`src/rtl/cbws_pkg.sv`:
```
// shared widths, reset values and sequencer states of the box window sum block
`timescale 1ns / 1ps

package cbws_pkg;

	localparam int PIXEL_W  = 8;
	localparam int SUM_W    = 14;
	localparam int RADIUS_W = 5;

	localparam logic [RADIUS_W-1:0] RADIUS_RESET = 5'd1;

	typedef enum logic [1:0] {
		ST_IDLE,
		ST_UPDATE,
		ST_FLUSH,
		ST_SHORT
	} cbws_state_t;

endpackage

```
`src/rtl/cbws_in_if.sv`:
```
// pixel channel: one pixel and its end-of-line mark per item
`timescale 1ns / 1ps

interface cbws_in_if;
	logic                         valid;
	logic                         ready;
	logic [cbws_pkg::PIXEL_W-1:0] pixel;
	logic                         line_end;

	modport source (output valid, output pixel, output line_end, input ready);
	modport sink (input valid, input pixel, input line_end, output ready);
endinterface

```
`src/rtl/cbws_out_if.sv`:
```
// sum channel: one window sum and its final mark per item
`timescale 1ns / 1ps

interface cbws_out_if;
	logic                       valid;
	logic                       ready;
	logic [cbws_pkg::SUM_W-1:0] window_sum;
	logic                       final_sum;

	modport source (output valid, output window_sum, output final_sum, input ready);
	modport sink (input valid, input window_sum, input final_sum, output ready);
endinterface

```
`src/rtl/cbws_ring.sv`:
```
// pixel ring memory: one write port, one read port with registered read data
`timescale 1ns / 1ps

module cbws_ring #(
	parameter int DEPTH = 64
) (
	input  logic                           clk,
	input  logic                           we,
	input  logic [$clog2(DEPTH)-1:0]       waddr,
	input  logic [cbws_pkg::PIXEL_W-1:0]   wdata,
	input  logic                           re,
	input  logic [$clog2(DEPTH)-1:0]       raddr,
	output logic [cbws_pkg::PIXEL_W-1:0]   rdata
);
	import cbws_pkg::*;

	logic [PIXEL_W-1:0] mem [DEPTH];

	always_ff @(posedge clk) begin
		if (we) begin
			mem[waddr] <= wdata;
		end
	end

	always_ff @(posedge clk) begin
		if (re) begin
			rdata <= mem[raddr];
		end
	end

endmodule

```
`src/rtl/cbws_seq.sv`:
```
// sequencer: running sum update, end-of-line flush and output register
`timescale 1ns / 1ps

module cbws_seq #(
	parameter int RING_DEPTH = 64
) (
	input  logic                               clk,
	input  logic                               arst_n,
	input  logic [cbws_pkg::RADIUS_W-1:0]      radius,
	cbws_in_if.sink                            pixels,
	cbws_out_if.source                         sums,
	output logic                               ring_we,
	output logic [$clog2(RING_DEPTH)-1:0]      ring_waddr,
	output logic [cbws_pkg::PIXEL_W-1:0]       ring_wdata,
	output logic                               ring_re,
	output logic [$clog2(RING_DEPTH)-1:0]      ring_raddr,
	input  logic [cbws_pkg::PIXEL_W-1:0]       ring_rdata
);
	import cbws_pkg::*;

	localparam int PTR_W = $clog2(RING_DEPTH);
	localparam int CNT_W = $clog2(RING_DEPTH + 1);
	localparam int K_W   = RADIUS_W + 1;
	localparam int CMP_W = (CNT_W > K_W + 1) ? CNT_W : K_W + 1;
	localparam int AW    = (PTR_W + 1 > K_W + 1) ? PTR_W + 1 : K_W + 1;

	cbws_state_t state_q, state_d;

	logic [PTR_W-1:0]    ptr_q;
	logic [CNT_W-1:0]    seen_q;
	logic [SUM_W-1:0]    total_q;
	logic [K_W-1:0]      k_q;
	logic [RADIUS_W-1:0] cnt_q;
	logic                out_valid_q;
	logic [SUM_W-1:0]    out_sum_q;
	logic                out_final_q;

	logic [PIXEL_W-1:0]  pix_s1;
	logic                last_s1;
	logic [CNT_W-1:0]    n_s1;
	logic [RADIUS_W-1:0] r_s1;

	logic               accept;
	logic               out_free;
	logic               load;
	logic [SUM_W-1:0]   load_sum;
	logic               load_final;
	logic               line_done;
	logic [PTR_W-1:0]   ptr_next;
	logic [CMP_W-1:0]   n_c;
	logic               sub_upd;
	logic               emit_upd;
	logic               flush_go;
	logic               final_upd;
	logic               short_go;
	logic [SUM_W-1:0]   total_upd;
	logic [SUM_W-1:0]   total_flush;
	logic               flush_last;
	logic               short_last;

	// ring slot that lies back entries before the one just before p
	function automatic logic [PTR_W-1:0] back_addr(input logic [PTR_W-1:0] p,
			input logic [K_W-1:0] back);
		logic [AW-1:0] d;
		d = AW'(p) + AW'(RING_DEPTH - 1) - AW'(back);
		if (d >= AW'(RING_DEPTH)) begin
			d = d - AW'(RING_DEPTH);
		end
		return PTR_W'(d);
	endfunction

	assign out_free = !out_valid_q || sums.ready;
	assign accept   = pixels.valid && pixels.ready;
	assign ptr_next = (ptr_q == PTR_W'(RING_DEPTH - 1)) ? '0 : ptr_q + PTR_W'(1);

	assign n_c       = CMP_W'(n_s1);
	assign sub_upd   = n_c >= CMP_W'({r_s1, 1'b0}) + CMP_W'(1);
	assign emit_upd  = n_c >= CMP_W'(r_s1);
	assign flush_go  = last_s1 && emit_upd && (r_s1 != '0);
	assign final_upd = last_s1 && emit_upd && (r_s1 == '0);
	assign short_go  = last_s1 && !emit_upd;
	assign total_upd = total_q + SUM_W'(pix_s1) - (sub_upd ? SUM_W'(ring_rdata) : '0);

	// positions past the last pixel drop the pixel k back, if the line has it
	assign total_flush = total_q - ((CMP_W'(k_q) <= n_c) ? SUM_W'(ring_rdata) : '0);
	assign flush_last  = k_q == K_W'(r_s1) + K_W'(1);
	assign short_last  = cnt_q == '0;

	assign ring_waddr = ptr_q;
	assign ring_wdata = pixels.pixel;

	always_comb begin
		state_d = state_q;
		case (state_q)
			ST_IDLE: begin
				if (accept) begin
					state_d = ST_UPDATE;
				end
			end
			ST_UPDATE: begin
				if (flush_go) begin
					state_d = ST_FLUSH;
				end else if (short_go) begin
					state_d = ST_SHORT;
				end else begin
					state_d = ST_IDLE;
				end
			end
			ST_FLUSH: begin
				if (out_free && flush_last) begin
					state_d = ST_IDLE;
				end
			end
			ST_SHORT: begin
				if (out_free && short_last) begin
					state_d = ST_IDLE;
				end
			end
			default: begin
				state_d = ST_IDLE;
			end
		endcase
	end

	always_comb begin
		pixels.ready = 1'b0;
		ring_we      = 1'b0;
		ring_re      = 1'b0;
		ring_raddr   = back_addr(ptr_q, {radius, 1'b0});
		load         = 1'b0;
		load_sum     = total_q;
		load_final   = 1'b0;
		line_done    = 1'b0;
		case (state_q)
			ST_IDLE: begin
				pixels.ready = out_free;
				// read the pixel that leaves the window while the new one is stored
				ring_we      = pixels.valid && out_free;
				ring_re      = pixels.valid && out_free;
			end
			ST_UPDATE: begin
				load       = emit_upd;
				load_sum   = total_upd;
				load_final = final_upd;
				line_done  = final_upd;
				if (flush_go) begin
					ring_re    = 1'b1;
					ring_raddr = back_addr(ptr_q, {r_s1, 1'b0});
				end
			end
			ST_FLUSH: begin
				if (out_free) begin
					load       = 1'b1;
					load_sum   = total_flush;
					load_final = flush_last;
					line_done  = flush_last;
					if (!flush_last) begin
						ring_re    = 1'b1;
						ring_raddr = back_addr(ptr_q, k_q - K_W'(1));
					end
				end
			end
			ST_SHORT: begin
				if (out_free) begin
					load       = 1'b1;
					load_final = short_last;
					line_done  = short_last;
				end
			end
			default: begin
				load = 1'b0;
			end
		endcase
	end

	always_ff @(posedge clk or negedge arst_n) begin
		if (!arst_n) begin
			state_q     <= ST_IDLE;
			ptr_q       <= '0;
			seen_q      <= '0;
			total_q     <= '0;
			k_q         <= '0;
			cnt_q       <= '0;
			out_valid_q <= 1'b0;
		end else begin
			state_q <= state_d;
			if (accept) begin
				ptr_q <= ptr_next;
				if (seen_q != CNT_W'(RING_DEPTH)) begin
					seen_q <= seen_q + CNT_W'(1);
				end
			end
			case (state_q)
				ST_UPDATE: begin
					total_q <= total_upd;
					k_q     <= {r_s1, 1'b0};
					cnt_q   <= RADIUS_W'(n_s1);
				end
				ST_FLUSH: begin
					if (out_free) begin
						total_q <= total_flush;
						k_q     <= k_q - K_W'(1);
					end
				end
				ST_SHORT: begin
					if (out_free) begin
						cnt_q <= cnt_q - RADIUS_W'(1);
					end
				end
				default: begin
					total_q <= total_q;
				end
			endcase
			// line over: next line starts from an empty window
			if (line_done) begin
				total_q <= '0;
				seen_q  <= '0;
				ptr_q   <= '0;
			end
			if (load) begin
				out_valid_q <= 1'b1;
			end else if (sums.ready) begin
				out_valid_q <= 1'b0;
			end
		end
	end

	always_ff @(posedge clk) begin
		if (accept) begin
			pix_s1  <= pixels.pixel;
			last_s1 <= pixels.line_end;
			n_s1    <= seen_q;
			r_s1    <= radius;
		end
		if (load) begin
			out_sum_q   <= load_sum;
			out_final_q <= load_final;
		end
	end

	assign sums.valid      = out_valid_q;
	assign sums.window_sum = out_sum_q;
	assign sums.final_sum  = out_final_q;

	a_line_reset: assert property (@(posedge clk) disable iff (!arst_n)
		line_done |=> (seen_q == '0 && ptr_q == '0 && total_q == '0))
		else $error("line state not cleared after final sum");

	a_seen_sat: assert property (@(posedge clk) disable iff (!arst_n)
		seen_q <= CNT_W'(RING_DEPTH))
		else $error("pixel count past ring depth");

	a_rw_apart: assert property (@(posedge clk) disable iff (!arst_n)
		(ring_we && ring_re) |-> (ring_raddr != ring_waddr))
		else $error("ring read and write hit the same slot");

	a_flush_range: assert property (@(posedge clk) disable iff (!arst_n)
		(state_q == ST_FLUSH) |-> (CMP_W'(k_q) > CMP_W'(r_s1)))
		else $error("flush step count ran below radius");

	a_short_range: assert property (@(posedge clk) disable iff (!arst_n)
		(state_q == ST_SHORT) |-> (cnt_q < r_s1))
		else $error("short line repeat count out of range");

endmodule

```
`src/rtl/clipped_box_window_sum_core.sv`:
```
// top level: radius register and clamp, pixel ring and sequencer
//
// channel   direction  handshake      payload
// pixels    sink       valid/ready    pixel[7:0], line_end
// sums      source     valid/ready    window_sum[13:0], final_sum
// cfg       write      cfg_we         cfg_wdata[4:0] = window radius
//
// for each pixel the accept cycle writes the ring and reads the pixel that
// leaves the window; the running total is updated in the cycle after, and no
// pixel is accepted meanwhile; a line end adds r flush steps (one per remaining
// sum, one ring read each), or n+1 repeat steps for a line of n+1 <= r pixels
// the output register holds a sum until taken; no pixel is accepted while it
// is full and not being taken, and flush steps wait on it the same way
// reset clears the control state; the ring needs no clearing pass
`timescale 1ns / 1ps

module clipped_box_window_sum_core #(
	parameter int MAX_RADIUS = 31,
	parameter int RING_DEPTH = 64
) (
	input  logic                          clk,
	input  logic                          arst_n,
	input  logic                          cfg_we,
	input  logic [cbws_pkg::RADIUS_W-1:0] cfg_wdata,
	cbws_in_if.sink                       pixels,
	cbws_out_if.source                    sums
);
	import cbws_pkg::*;

	localparam int PTR_W   = $clog2(RING_DEPTH);
	localparam int HALF_RD = (RING_DEPTH - 2) / 2;
	localparam int R_LIM   = (MAX_RADIUS < HALF_RD) ? MAX_RADIUS : HALF_RD;

	logic [RADIUS_W-1:0] radius_q;
	logic [RADIUS_W-1:0] radius_eff;

	logic               ring_we;
	logic [PTR_W-1:0]   ring_waddr;
	logic [PIXEL_W-1:0] ring_wdata;
	logic               ring_re;
	logic [PTR_W-1:0]   ring_raddr;
	logic [PIXEL_W-1:0] ring_rdata;

	always_ff @(posedge clk or negedge arst_n) begin
		if (!arst_n) begin
			radius_q <= RADIUS_RESET;
		end else if (cfg_we) begin
			radius_q <= cfg_wdata;
		end
	end

	// the ring has to hold the whole window plus the pixel that leaves it
	assign radius_eff = (int'(radius_q) > R_LIM) ? RADIUS_W'(R_LIM) : radius_q;

	cbws_ring #(
		.DEPTH(RING_DEPTH)
	) u_ring (
		.clk   (clk),
		.we    (ring_we),
		.waddr (ring_waddr),
		.wdata (ring_wdata),
		.re    (ring_re),
		.raddr (ring_raddr),
		.rdata (ring_rdata)
	);

	cbws_seq #(
		.RING_DEPTH(RING_DEPTH)
	) u_seq (
		.clk        (clk),
		.arst_n     (arst_n),
		.radius     (radius_eff),
		.pixels     (pixels),
		.sums       (sums),
		.ring_we    (ring_we),
		.ring_waddr (ring_waddr),
		.ring_wdata (ring_wdata),
		.ring_re    (ring_re),
		.ring_raddr (ring_raddr),
		.ring_rdata (ring_rdata)
	);

endmodule

```
`src/flat_wrapper.sv`:
```
// flat-port wrapper written by rule: the top's interface ports become plain ports
module clipped_box_window_sum_core_flat import cbws_pkg::*;
#(
	parameter int MAX_RADIUS = 31,
	parameter int RING_DEPTH = 64
)
  (clk, arst_n, cfg_we, cfg_wdata, pixels_valid, pixels_pixel, pixels_line_end, pixels_ready, sums_valid, sums_window_sum, sums_final_sum, sums_ready);
  cbws_in_if pixels_i ();
  cbws_out_if sums_i ();
  input  logic clk;
  input  logic arst_n;
  input  logic cfg_we;
  input  logic [cbws_pkg::RADIUS_W-1:0] cfg_wdata;
  input wire logic [$bits(pixels_i.valid)-1:0] pixels_valid;
  input wire logic [$bits(pixels_i.pixel)-1:0] pixels_pixel;
  input wire logic [$bits(pixels_i.line_end)-1:0] pixels_line_end;
  output wire logic [$bits(pixels_i.ready)-1:0] pixels_ready;
  output wire logic [$bits(sums_i.valid)-1:0] sums_valid;
  output wire logic [$bits(sums_i.window_sum)-1:0] sums_window_sum;
  output wire logic [$bits(sums_i.final_sum)-1:0] sums_final_sum;
  input wire logic [$bits(sums_i.ready)-1:0] sums_ready;
  assign pixels_i.valid = pixels_valid;
  assign pixels_i.pixel = pixels_pixel;
  assign pixels_i.line_end = pixels_line_end;
  assign pixels_ready = pixels_i.ready;
  assign sums_valid = sums_i.valid;
  assign sums_window_sum = sums_i.window_sum;
  assign sums_final_sum = sums_i.final_sum;
  assign sums_i.ready = sums_ready;
  clipped_box_window_sum_core #(.MAX_RADIUS(MAX_RADIUS), .RING_DEPTH(RING_DEPTH)) u_core (.clk(clk), .arst_n(arst_n), .cfg_we(cfg_we), .cfg_wdata(cfg_wdata), .pixels(pixels_i), .sums(sums_i));
endmodule
```
`config.mk`:
```
export PLATFORM = sky130hd
export DESIGN_NAME = clipped_box_window_sum_core_flat
export DESIGN_NICKNAME = d
export VERILOG_FILES = /design/src/rtl/cbws_pkg.sv /design/src/rtl/cbws_in_if.sv /design/src/rtl/cbws_out_if.sv /design/src/rtl/cbws_ring.sv /design/src/rtl/cbws_seq.sv /design/src/rtl/clipped_box_window_sum_core.sv /design/src/flat_wrapper.sv
export SDC_FILE = /design/constraint.sdc
export NUM_CORES = 1
export LEC_CHECK = 0
export BUFFER_PORTS_ARGS = -buffer_cell sky130_fd_sc_hd__buf_2
export CORE_ASPECT_RATIO = 1.25
export CORE_MARGIN = 3
export CORE_UTILIZATION = 60
export CTS_BUF_LIST = sky130_fd_sc_hd__clkbuf_4 sky130_fd_sc_hd__clkbuf_8
export DETAILED_ROUTE_END_ITERATION = 8
export GPL_TIMING_DRIVEN = 0
export PLACE_DENSITY_LB_ADDON = 0.1
export RECOVER_POWER = 25
export SLEW_MARGIN = 20
export SYNTH_ARGS = -nofsm -noshare
export SYNTH_HDL_FRONTEND = slang
export SYNTH_SLANG_ARGS = --single-unit
```
`constraint.sdc`:
```
create_clock -name clk -period 5.99 [get_ports clk]
set_input_delay 0.8985 -clock clk [delete_from_list [all_inputs] [get_ports clk]]
set_output_delay 0.8985 -clock clk [all_outputs]
set_load 0.01 [all_outputs]
```
After elaboration in Yosys (flattened, before gate mapping)
Memory sizes are Yosys's and may differ from the RTL's. A register that Yosys moved wholly into a read port is not among the register bits. Cells that the tools add are included.

Memories kept: 1. Output and inout port bits: 17. Bits in read-only memories: 0. Bits in writable memories: 512. Input bits: 19. Latch bits: 0. Bits in registers: 82.

Muxes and demuxes: 43. Divide/modulo/power cells: 0. $mul: 0. $add $sub $neg: 16. Equality and inequality tests: 11. Magnitude comparators: 6. Bitwise gates (word level): 0. Reduce and logical (&&, ||, !) cells: 25. Shifts and indexed selects: 0.

Memory list: u_core.u_ring.mem (depth 64, bits a word 8, read ports 1, clocked after memory_dff 1, write ports 1, line cbws_ring.sv:17) `logic [PIXEL_W-1:0] mem [DEPTH];`.

Operators with widths (count): two-way mux 6 bit (10); two-way mux 14 bit (2); case mux 14 bit (2 select lines) (1); subtractor 14 x 8 -> 14 bit (2); case mux 6 bit (2 select lines) (2); subtractor 6 x 1 -> 6 bit (second input constant) (4); >= comparator 7 bit (second input constant) (3); two-way mux 7 bit (3); subtractor 7 x 6 -> 7 bit (3); two-way mux 8 bit (2); adder 14 x 8 -> 14 bit (1); two-way mux 1 bit (12); logical NOT 5 bit (2); two-way mux 2 bit (5); != test 2 bit (second input constant) (5); case mux 5 bit (2 select lines) (1); nonzero test 2 bit (5); logical AND 1 bit (8); case mux 2 bit (4 select lines) (1); adder 6 x 1 -> 7 bit (second input constant) (1); adder 6 x 6 -> 7 bit (second input constant) (1); adder 7 x 1 -> 7 bit (second input constant) (1); >= comparator 7 x 5 -> 1 bit (1); >= comparator 7 bit (1); 19 further kinds (24).

Depth between registers and ports, before layout
Gate-level depths: netlist of run 1.

Depth in word-level cells: 7. Mapped depth: 25. Depth with buffers taken out: 25.

By module
From an unflattened synthesis of run 1, not the netlist that was laid out.

Cell total of the unflattened synthesis: 1655. Area total of the unflattened synthesis: 26870.8 sq um.

By module, submodules not included: cbws_ring (area each 20246.9 sq um, cells an instance 940, times used 1); cbws_seq (area each 6441.2 sq um, cells an instance 705, times used 1); clipped_box_window_sum_core (area each 182.7 sq um, cells an instance 10, times used 1).

Worst setup path before layout of run 1
OpenSTA, ideal clock, no wires.

Kind: register to register. Start: register u_core.u_seq.r_s1[0]. End: register u_core.u_seq.out_sum_q[13] (netlist: u_core.u_seq.sums.window_sum[13]), data pin. Data arrival time: 4599 ps. Setup slack: 1127 ps. Stages on the path, launching flop included: 23. Cell sequence: edfxtp_1 > inv_1 > ha_1 > a21o_1 > a21o_1 > a21oi_1 > nor2b_1 > o21ai_0 > nand2_1 > and2_1 > fa_1 > inv_1 > ha_1 > a21o_1 > a21oi_1 > o21ai_0 > a21oi_1 > o21ai_0 > a211oi_1 > o21ai_0 > xnor2_1 > mux2_2 > a221o_1.

Cells in the longest elaborated chain, start to end: 5.

Ends and longest elaborated chain: from (decl) (line cbws_seq.sv:41) `logic [RADIUS_W-1:0] r_s1;`; from (signal assigned) (line cbws_seq.sv:233) `r_s1 <= radius;`; adder 6 x 1 -> 7 bit (line cbws_seq.sv:77) `assign sub_upd = n_c >= CMP_W'({r_s1, 1'b0}) + CMP_W'(1);`; >= comparator 7 bit (line cbws_seq.sv:77); two-way mux 8 bit (line cbws_seq.sv:82) `assign total_upd = total_q + SUM_W'(pix_s1) - (sub_upd ? SUM_W'(ring_rdata) : '0);`; subtractor 14 x 8 -> 14 bit (line cbws_seq.sv:82); case mux 14 bit (2 select lines); via u_core.u_seq.load_sum[13] (line cbws_seq.sv:46) `logic [SUM_W-1:0] load_sum;`; to (signal assigned) (line cbws_seq.sv:236) `out_sum_q <= load_sum;`; to (decl) (line cbws_seq.sv:35) `logic [SUM_W-1:0] out_sum_q;`.

The timed path passes the listed nets, and every way through them passes these cells. A chain may end at the register's enable or synchronous reset.

Final worst setup path of run 1
Start: register u_core.u_seq.ptr_q[0] (netlist: u_core.u_seq.ring_waddr[0]). End: register u_core.u_ring.rdata[0] in the netlist's numbering, read port of u_core.u_ring.mem, data pin.

Cells in the longest elaborated chain, start to end: 7. Elaborated cells on any way between the ends: 17. Those cells by class: add/sub (7); order compare (3); mux (7).

Ends and longest elaborated chain: from (decl) (line cbws_seq.sv:29) `logic [PTR_W-1:0] ptr_q;`; from (signal assigned) (line cbws_seq.sv:188) `ptr_q <= ptr_next;`; adder 6 x 6 -> 7 bit (*) (line cbws_seq.sv:65) `d = AW'(p) + AW'(RING_DEPTH - 1) - AW'(back);`; subtractor 7 x 6 -> 7 bit (line cbws_seq.sv:65); subtractor 6 x 1 -> 6 bit / >= comparator 7 bit (equally long branches) (line cbws_seq.sv:67, cbws_seq.sv:66); two-way mux 6 bit (line cbws_seq.sv:66) `if (d >= AW'(RING_DEPTH)) begin`; two-way mux 6 bit (line cbws_seq.sv:157) `if (!flush_last) begin`; two-way mux 6 bit (line cbws_seq.sv:152) `if (out_free) begin`; case mux 6 bit (2 select lines) (*) (line cbws_seq.sv:134) `case (state_q)`; to (decl) (line cbws_ring.sv:13) `output logic [cbws_pkg::PIXEL_W-1:0] rdata`.

Mark *: on every way between the ends. The rest lies on a longest branch, timed or not.

==> out/metrics.yaml, run 1 <==
ys_async_sr_fraction: 0.0764
first_pass_iters: 6
dieArea_sq_um: 48700
numCtsBuffers: 92
vias: 19500
fin_tns_setup_ps: 0
post-place-cells: 2869
grt_max_degree: 66
htreeDepth: 3
synth_fa_ha_area_frac: 0.0390
drt-vias-per-instance: 6.42
die_h_um: 246
hold_viol_final: 0
ys_top_cells_by_count: "edfxtp_1 (556), nand2_1 (454), nand3_1 (174)"
drtAntennaViolNets: 0
arrival_ps: 6330
drive_above_1_share: 0.130
port_buffers: 34
layout_worst_path_cycle_share: 0.986
synth_ff_type: "edfxtp_1"
ctsRootBufferMaster: "clkbuf_8"
syn-mean-instance-area_sq_um: 12.3
synth_largest_area_cell: "edfxtp_1"
die_w_um: 198
timing.max_slew.rel_slack: -1.10
synth-compound-area-share: 0.0795
syn2layout_area_growth_pct: 10.4
crit_required_ps: 6410
setup_viol: 0
grt.overflow.total: 0
netlist.area_leader.share: 0.604
antenna_found_initial: 2
cts_tree: "done"
synth_edf_count: 556
drc: 0
worst_setup_path_start_kind: "register"
ys_seq_elements: 602
ios: 36
synth-xor-area-share: 0.0168
place_congestion: 1.01
timing_worst_setup_path_type: "register to register"
drt_iter0_drc: 2208
violations: "capacitance limit, slew limit"
yosys.area_share.simple: 0.143
timing.fmax_mhz: 169
hp-class: "primary input to register"
ys_warn_count: 0
core.rowCount: 87
synth.area.top_cells: "edfxtp_1 (60%), nand2_1 (6.2%), dfrtp_1 (4.1%), nand3_1 (3.2%), ha_1 (3.0%)"
start_util: 0.610
design_area_sq_um: 30500
slew_violations: 419
grt_usage: 0.363
synth_most_common_cell: "edfxtp_1"
netlist_area_sq_um: 27600
place_hpwl_um: 59300
drt_wl_total_um: 87800
clkSlewWorstSetupHoldPaths_ps: 60
wire_per_inst_um: 28.9
cp-end-kind: "register"
grt_pass1_vias: 18700
dpl_cell_area_sq_um: 28600
synth_top_family_by_area: "simple AND/OR/NAND/NOR gates"
fin_crit_ps: 5910
finClkSkew_ps: 37.2
cp_max_fo: 10
nets: 2484
clk-insertion-delay-late_ps: 720
cap_violations: 7
cts_sinks: 602
hold-worst-slack_ps: 364
synth_cell_types: 93
final_cells: 3038
clock_path_buffers: 3
core_sq_um: 45300
status: "finished, violations left"
rsz0062_at_grt: "false"
ys_seq_area_frac: 0.646
synth.net_count: 2354
synthCells: 2256
synth_mux_area_frac: 0.0363
grt_pass1_wl_um: 125000
worstMarginPinSlew_ps: 3150
ctsHoldBuffers: 0
[path summary, 6_finish.rpt]
check | start | end | slack [ps] | depth (start not counted)
min in group asynchronous | arst_n | u_core.u_seq.k_q[5] | 1060 | 1
min | pixels_line_end | u_core.u_seq.last_s1 | 360 | 1
max reg2reg | u_core.u_seq.ring_waddr[0] | u_core.u_ring.rdata[0] | 80 | 14
min reg2reg | u_core.radius_eff[3] | u_core.u_seq.r_s1[3] | 460 | 0
max | u_core.u_seq.ring_waddr[0] | u_core.u_ring.rdata[0] | 80 | 14
max in group asynchronous | arst_n | u_core.u_seq.total_q[2] | 3360 | 1
[cells in the final DEF (no fill, tap or decap), types with 17 or more instances in the layout]
master / netlist / layout
ha_1: 67 / 67
a311oi_1: 18 / 17
clkbuf_8: 0 / 93
xor2_1: 22 / 22
clkbuf_1: 23 / 31
mux2i_1: 75 / 75
clkbuf_4: 0 / 29
nand3_1: 174 / 174
edfxtp_1: 556 / 556
buf_4: 13 / 17
xnor2_1: 31 / 31
o21ai_0: 39 / 39
and3_1: 25 / 25
nor2_1: 143 / 143
a21oi_1: 85 / 85
inv_1: 98 / 98
buf_2: 55 / 81
nand2_1: 454 / 453
dfrtp_1: 45 / 45
clkinv_1: 0 / 19
and2_1: 17 / 17
[critical path, stage by stage (launching register included)]
cell	delay, ps
dfrtp_1	410
clkbuf_1	370
inv_1	190
ha_1	260
xor2_1	420
inv_1	200
fa_1	490
xor2_1	290
mux2i_1	150
a221oi_1	680
buf_2	430
buf_2	430
mux2i_1	540
o22ai_1	190
a311oi_1	550
[layout make-up]
cell class              count  area [sq um]
diodes                      1          2.50
plain buffers             120           728
clock buffers             122          1500
clock inverters            45           437
fillers                  3369         14800
inverters                  98           368
multi-input cells        1435          8740
flip-flops and latches    602         17800
well taps                 578           723
repair buffers             37           185
[metal layers]
layer  up-vias  wire length [um]  GRT usage
met1      9470             30300      0.430
li1       8489                 -          -
met4         2              6300      0.231
met3       300              9120     0.0845
met5         -                17          0
met2      1241             42000      0.598
[metrics by stage]
stage	utilization	worst slack (ps)
after floorplan	-	1130
after global placement	0.630	-34.5
after detailed placement	0.631	-4.53
after CTS	0.674	45.8
after global routing	0.674	41.9
final	0.674	81.9
[what timing repair did]
item / in CTS / in global routing
setup endpoints to repair: 2 / 9
buffers inserted: 0 / 2
gates resized for setup: 1 / 5
[logic make-up (layout without fill, tap and decap cells)]
| group | after synthesis | after routing |
|---|---|---|
| buffers and inverters | 219 | 422 |
| multiplexers | 95 | 95 |
| adder cells (fa/ha/maj) | 79 | 79 |
| XOR/XNOR | 53 | 53 |
| flip-flops | 602 | 602 |
| AND/OR/NAND/NOR | 896 | 896 |
| AO/OA/AOI/OAI | 312 | 312 |
| other | 0 | 1 |
[sequential cells by signal, indices dropped and copies added (netlist names)]
signal                        cells
u_core.u_seq.pix_s1               8
u_core.u_seq.r_s1                 5
u_core.u_seq.seen_q               7
u_core.u_seq.ring_waddr           6
u_core.u_seq.sums.valid           1
u_core.u_ring.mem               512
u_core.u_seq.state_q              2
u_core.u_seq.sums.final_sum       1
u_core.u_seq.sums.window_sum     14
u_core.radius_eff                 5
u_core.u_seq.last_s1              1
u_core.u_seq.n_c                  7
u_core.u_seq.cnt_q                5
u_core.u_seq.k_q                  6
u_core.u_seq.total_q             14
u_core.u_ring.rdata               8
Power of run 1 is not shown: default switching activity piles up to over one toggle a cycle in this logic, so the estimate is an artifact.
==> inputs of run 2 (changes only) <==
--- a/config.mk
+++ b/config.mk
@@ -14,6 +14,7 @@
 export GPL_TIMING_DRIVEN = 0
 export PLACE_DENSITY_LB_ADDON = 0.1
 export RECOVER_POWER = 25
+export SETUP_SLACK_MARGIN = 0.15
 export SLEW_MARGIN = 20
 export SYNTH_ARGS = -nofsm -noshare
 export SYNTH_HDL_FRONTEND = slang
==> out/metrics.yaml, run 2 (synthesis results as in run 1) <==
status: "finished, violations left"
violations: "capacitance limit, slew limit"
final_common_cell: "edfxtp_1"
drt-vias-per-instance: 6.42  # about the same
clkSlewWorstSetupHoldPaths_ps: 60  # about the same
cp_max_fo: 10  # unchanged
dieArea_sq_um: 48700  # unchanged
crit_required_ps: 6410  # about the same
start_util: 0.610  # unchanged
setup_viol: 0  # unchanged
dpl_cell_area_sq_um: 28600  # unchanged
worstMarginPinSlew_ps: 3220  # +63.3 ps
ctsRootBufferMaster: "clkbuf_8"
cts_tree: "done"
slew_violations: 419  # unchanged
grt_pass1_wl_um: 125000  # about the same
cap_violations: 7  # unchanged
first_pass_iters: 6  # unchanged
cts_sinks: 602  # unchanged
holdPathStages: 1  # unchanged
timing.max_slew.rel_slack: -1.14  # -0.0422
nets: 2485  # +0.040%
largest_reg_flops: 512  # unchanged
place_congestion: 1.01  # unchanged
ios: 36  # unchanged
port_buffers: 34  # unchanged
r2r_setup_slack_ps: 250  # +170 ps
wire_per_inst_um: 28.8  # -0.20%
die_h_um: 246  # unchanged
clock_path_buffers: 3  # unchanged
place_hpwl_um: 59300  # unchanged
syn2layout_area_growth_pct: 10.5  # about the same
design_area_sq_um: 30500  # about the same
fillerInstances: 3366  # -0.089%
numCtsBuffers: 92  # unchanged
finClkSkew_ps: 32.9  # -4.25 ps
drc: 0  # unchanged
die_w_um: 198  # unchanged
drive_above_1_share: 0.130  # +0.000760
drtAntennaViolNets: 0  # unchanged
hold_viol_final: 0  # unchanged
ff2ff_path_depth: 14  # unchanged
grt_max_degree: 66  # unchanged
clk-insertion-delay-late_ps: 710  # about the same
worst_setup_path_start_kind: "register"
vias: 19500  # +0.0051%
arrival_ps: 6150  # -180 ps
timing.fmax_mhz: 174  # +3.0%
core.rowCount: 87  # unchanged
drt_iter0_drc: 2219  # +0.50%
largest_register: "u_core.u_ring.mem"
grt.overflow.total: 0  # unchanged
rsz0062_at_grt: "true"
timing_worst_setup_path_type: "register to register"
grt_usage: 0.363  # about the same
final_cell_mix: "edfxtp_1 (556), nand2_1 (453), nand3_1 (174), nor2_1 (143), inv_1 (98)"
hp-class: "primary input to register"
cp-end-kind: "register"
antenna_found_initial: 2  # unchanged
hold-worst-slack_ps: 369  # +5.72 ps
drt_wl_total_um: 87600  # -0.14%
htreeDepth: 3  # unchanged
fin_crit_ps: 5740  # -170 ps
core_sq_um: 45300  # unchanged
grt_pass1_vias: 18700  # -0.0053%
layout_worst_path_cycle_share: 0.958  # -0.0283
## run 2: cell count changes in the layout (fill, tap and decap cells not counted)
cell	previous run	this run
a221oi_1	7	6
a221oi_2	0	1
buf_4	17	18
diode_2	1	2
o21ai_0	39	37
o21ai_1	5	7
## run 2: final cells by class
cell class                      count  area (sq um)  share of cell area
Antenna cell                        2          5.00            0.000164
Buffer                            120           728              0.0238
Clock buffer                      122          1500              0.0490
Clock inverter                     45           437              0.0143
Inverter                           98           368              0.0120
Multi-Input combinational cell   1435          8740               0.286
Sequential cell                   602         17800               0.584
Tap cell                          578           723              0.0237
Timing Repair Buffer               38           193             0.00631
## run 2: timing repair
action	in CTS	in global routing
setup buffers	0	3
pin swaps	0	2
setup endpoints to repair	4	10
hold buffers	0	0
gates resized for setup	2	7
## run 2: path summary, 6_finish.rpt
kind	from	to
setup / recovery	u_core.u_seq.r_s1[4]	u_core.u_ring.rdata[1]
hold / removal	pixels_line_end	u_core.u_seq.last_s1
setup reg to reg	u_core.u_seq.r_s1[4]	u_core.u_ring.rdata[1]
hold reg to reg	u_core.radius_eff[2]	u_core.u_seq.r_s1[2]
max in group asynchronous	arst_n	u_core.u_seq.total_q[2]
min in group asynchronous	arst_n	u_core.u_seq.ring_waddr[4]
## run 2: stage by stage
step                std cells   util  setup WS [ps]  TNS [ps]
floorplan                2256      -           1130         0
global placement         2868  0.630          -34.5     -34.5
detailed placement       2869  0.631          -4.53     -4.53
CTS                      3035  0.674            183         0
global route             3039  0.674           81.4         0
finish                   3040  0.674            252         0
## run 2: critical path: stages (launching register included)
cell,delay (ps)
edfxtp_1,450
inv_1,190
ha_1,280
a2111o_1,410
a31oi_1,610
o21a_1,380
o31ai_2,100
nand2_1,290
buf_2,430
buf_2,410
buf_2,500
a21oi_1,110
o21bai_1,520
o211ai_1,220
a311oi_2,560
## run 2: metal layers
| metal | track usage | part of all wire | vias up |
|---|---|---|---|
| li1 | - | - | 8489 |
| met1 | 0.430 | 0.34 | 9491 |
| met2 | 0.598 | 0.48 | 1213 |
| met3 | 0.0845 | 0.10 | 310 |
| met4 | 0.231 | 0.072 | 0 |
| met5 | 0 | 0 | - |
Power of run 2 is left out for the same reason.
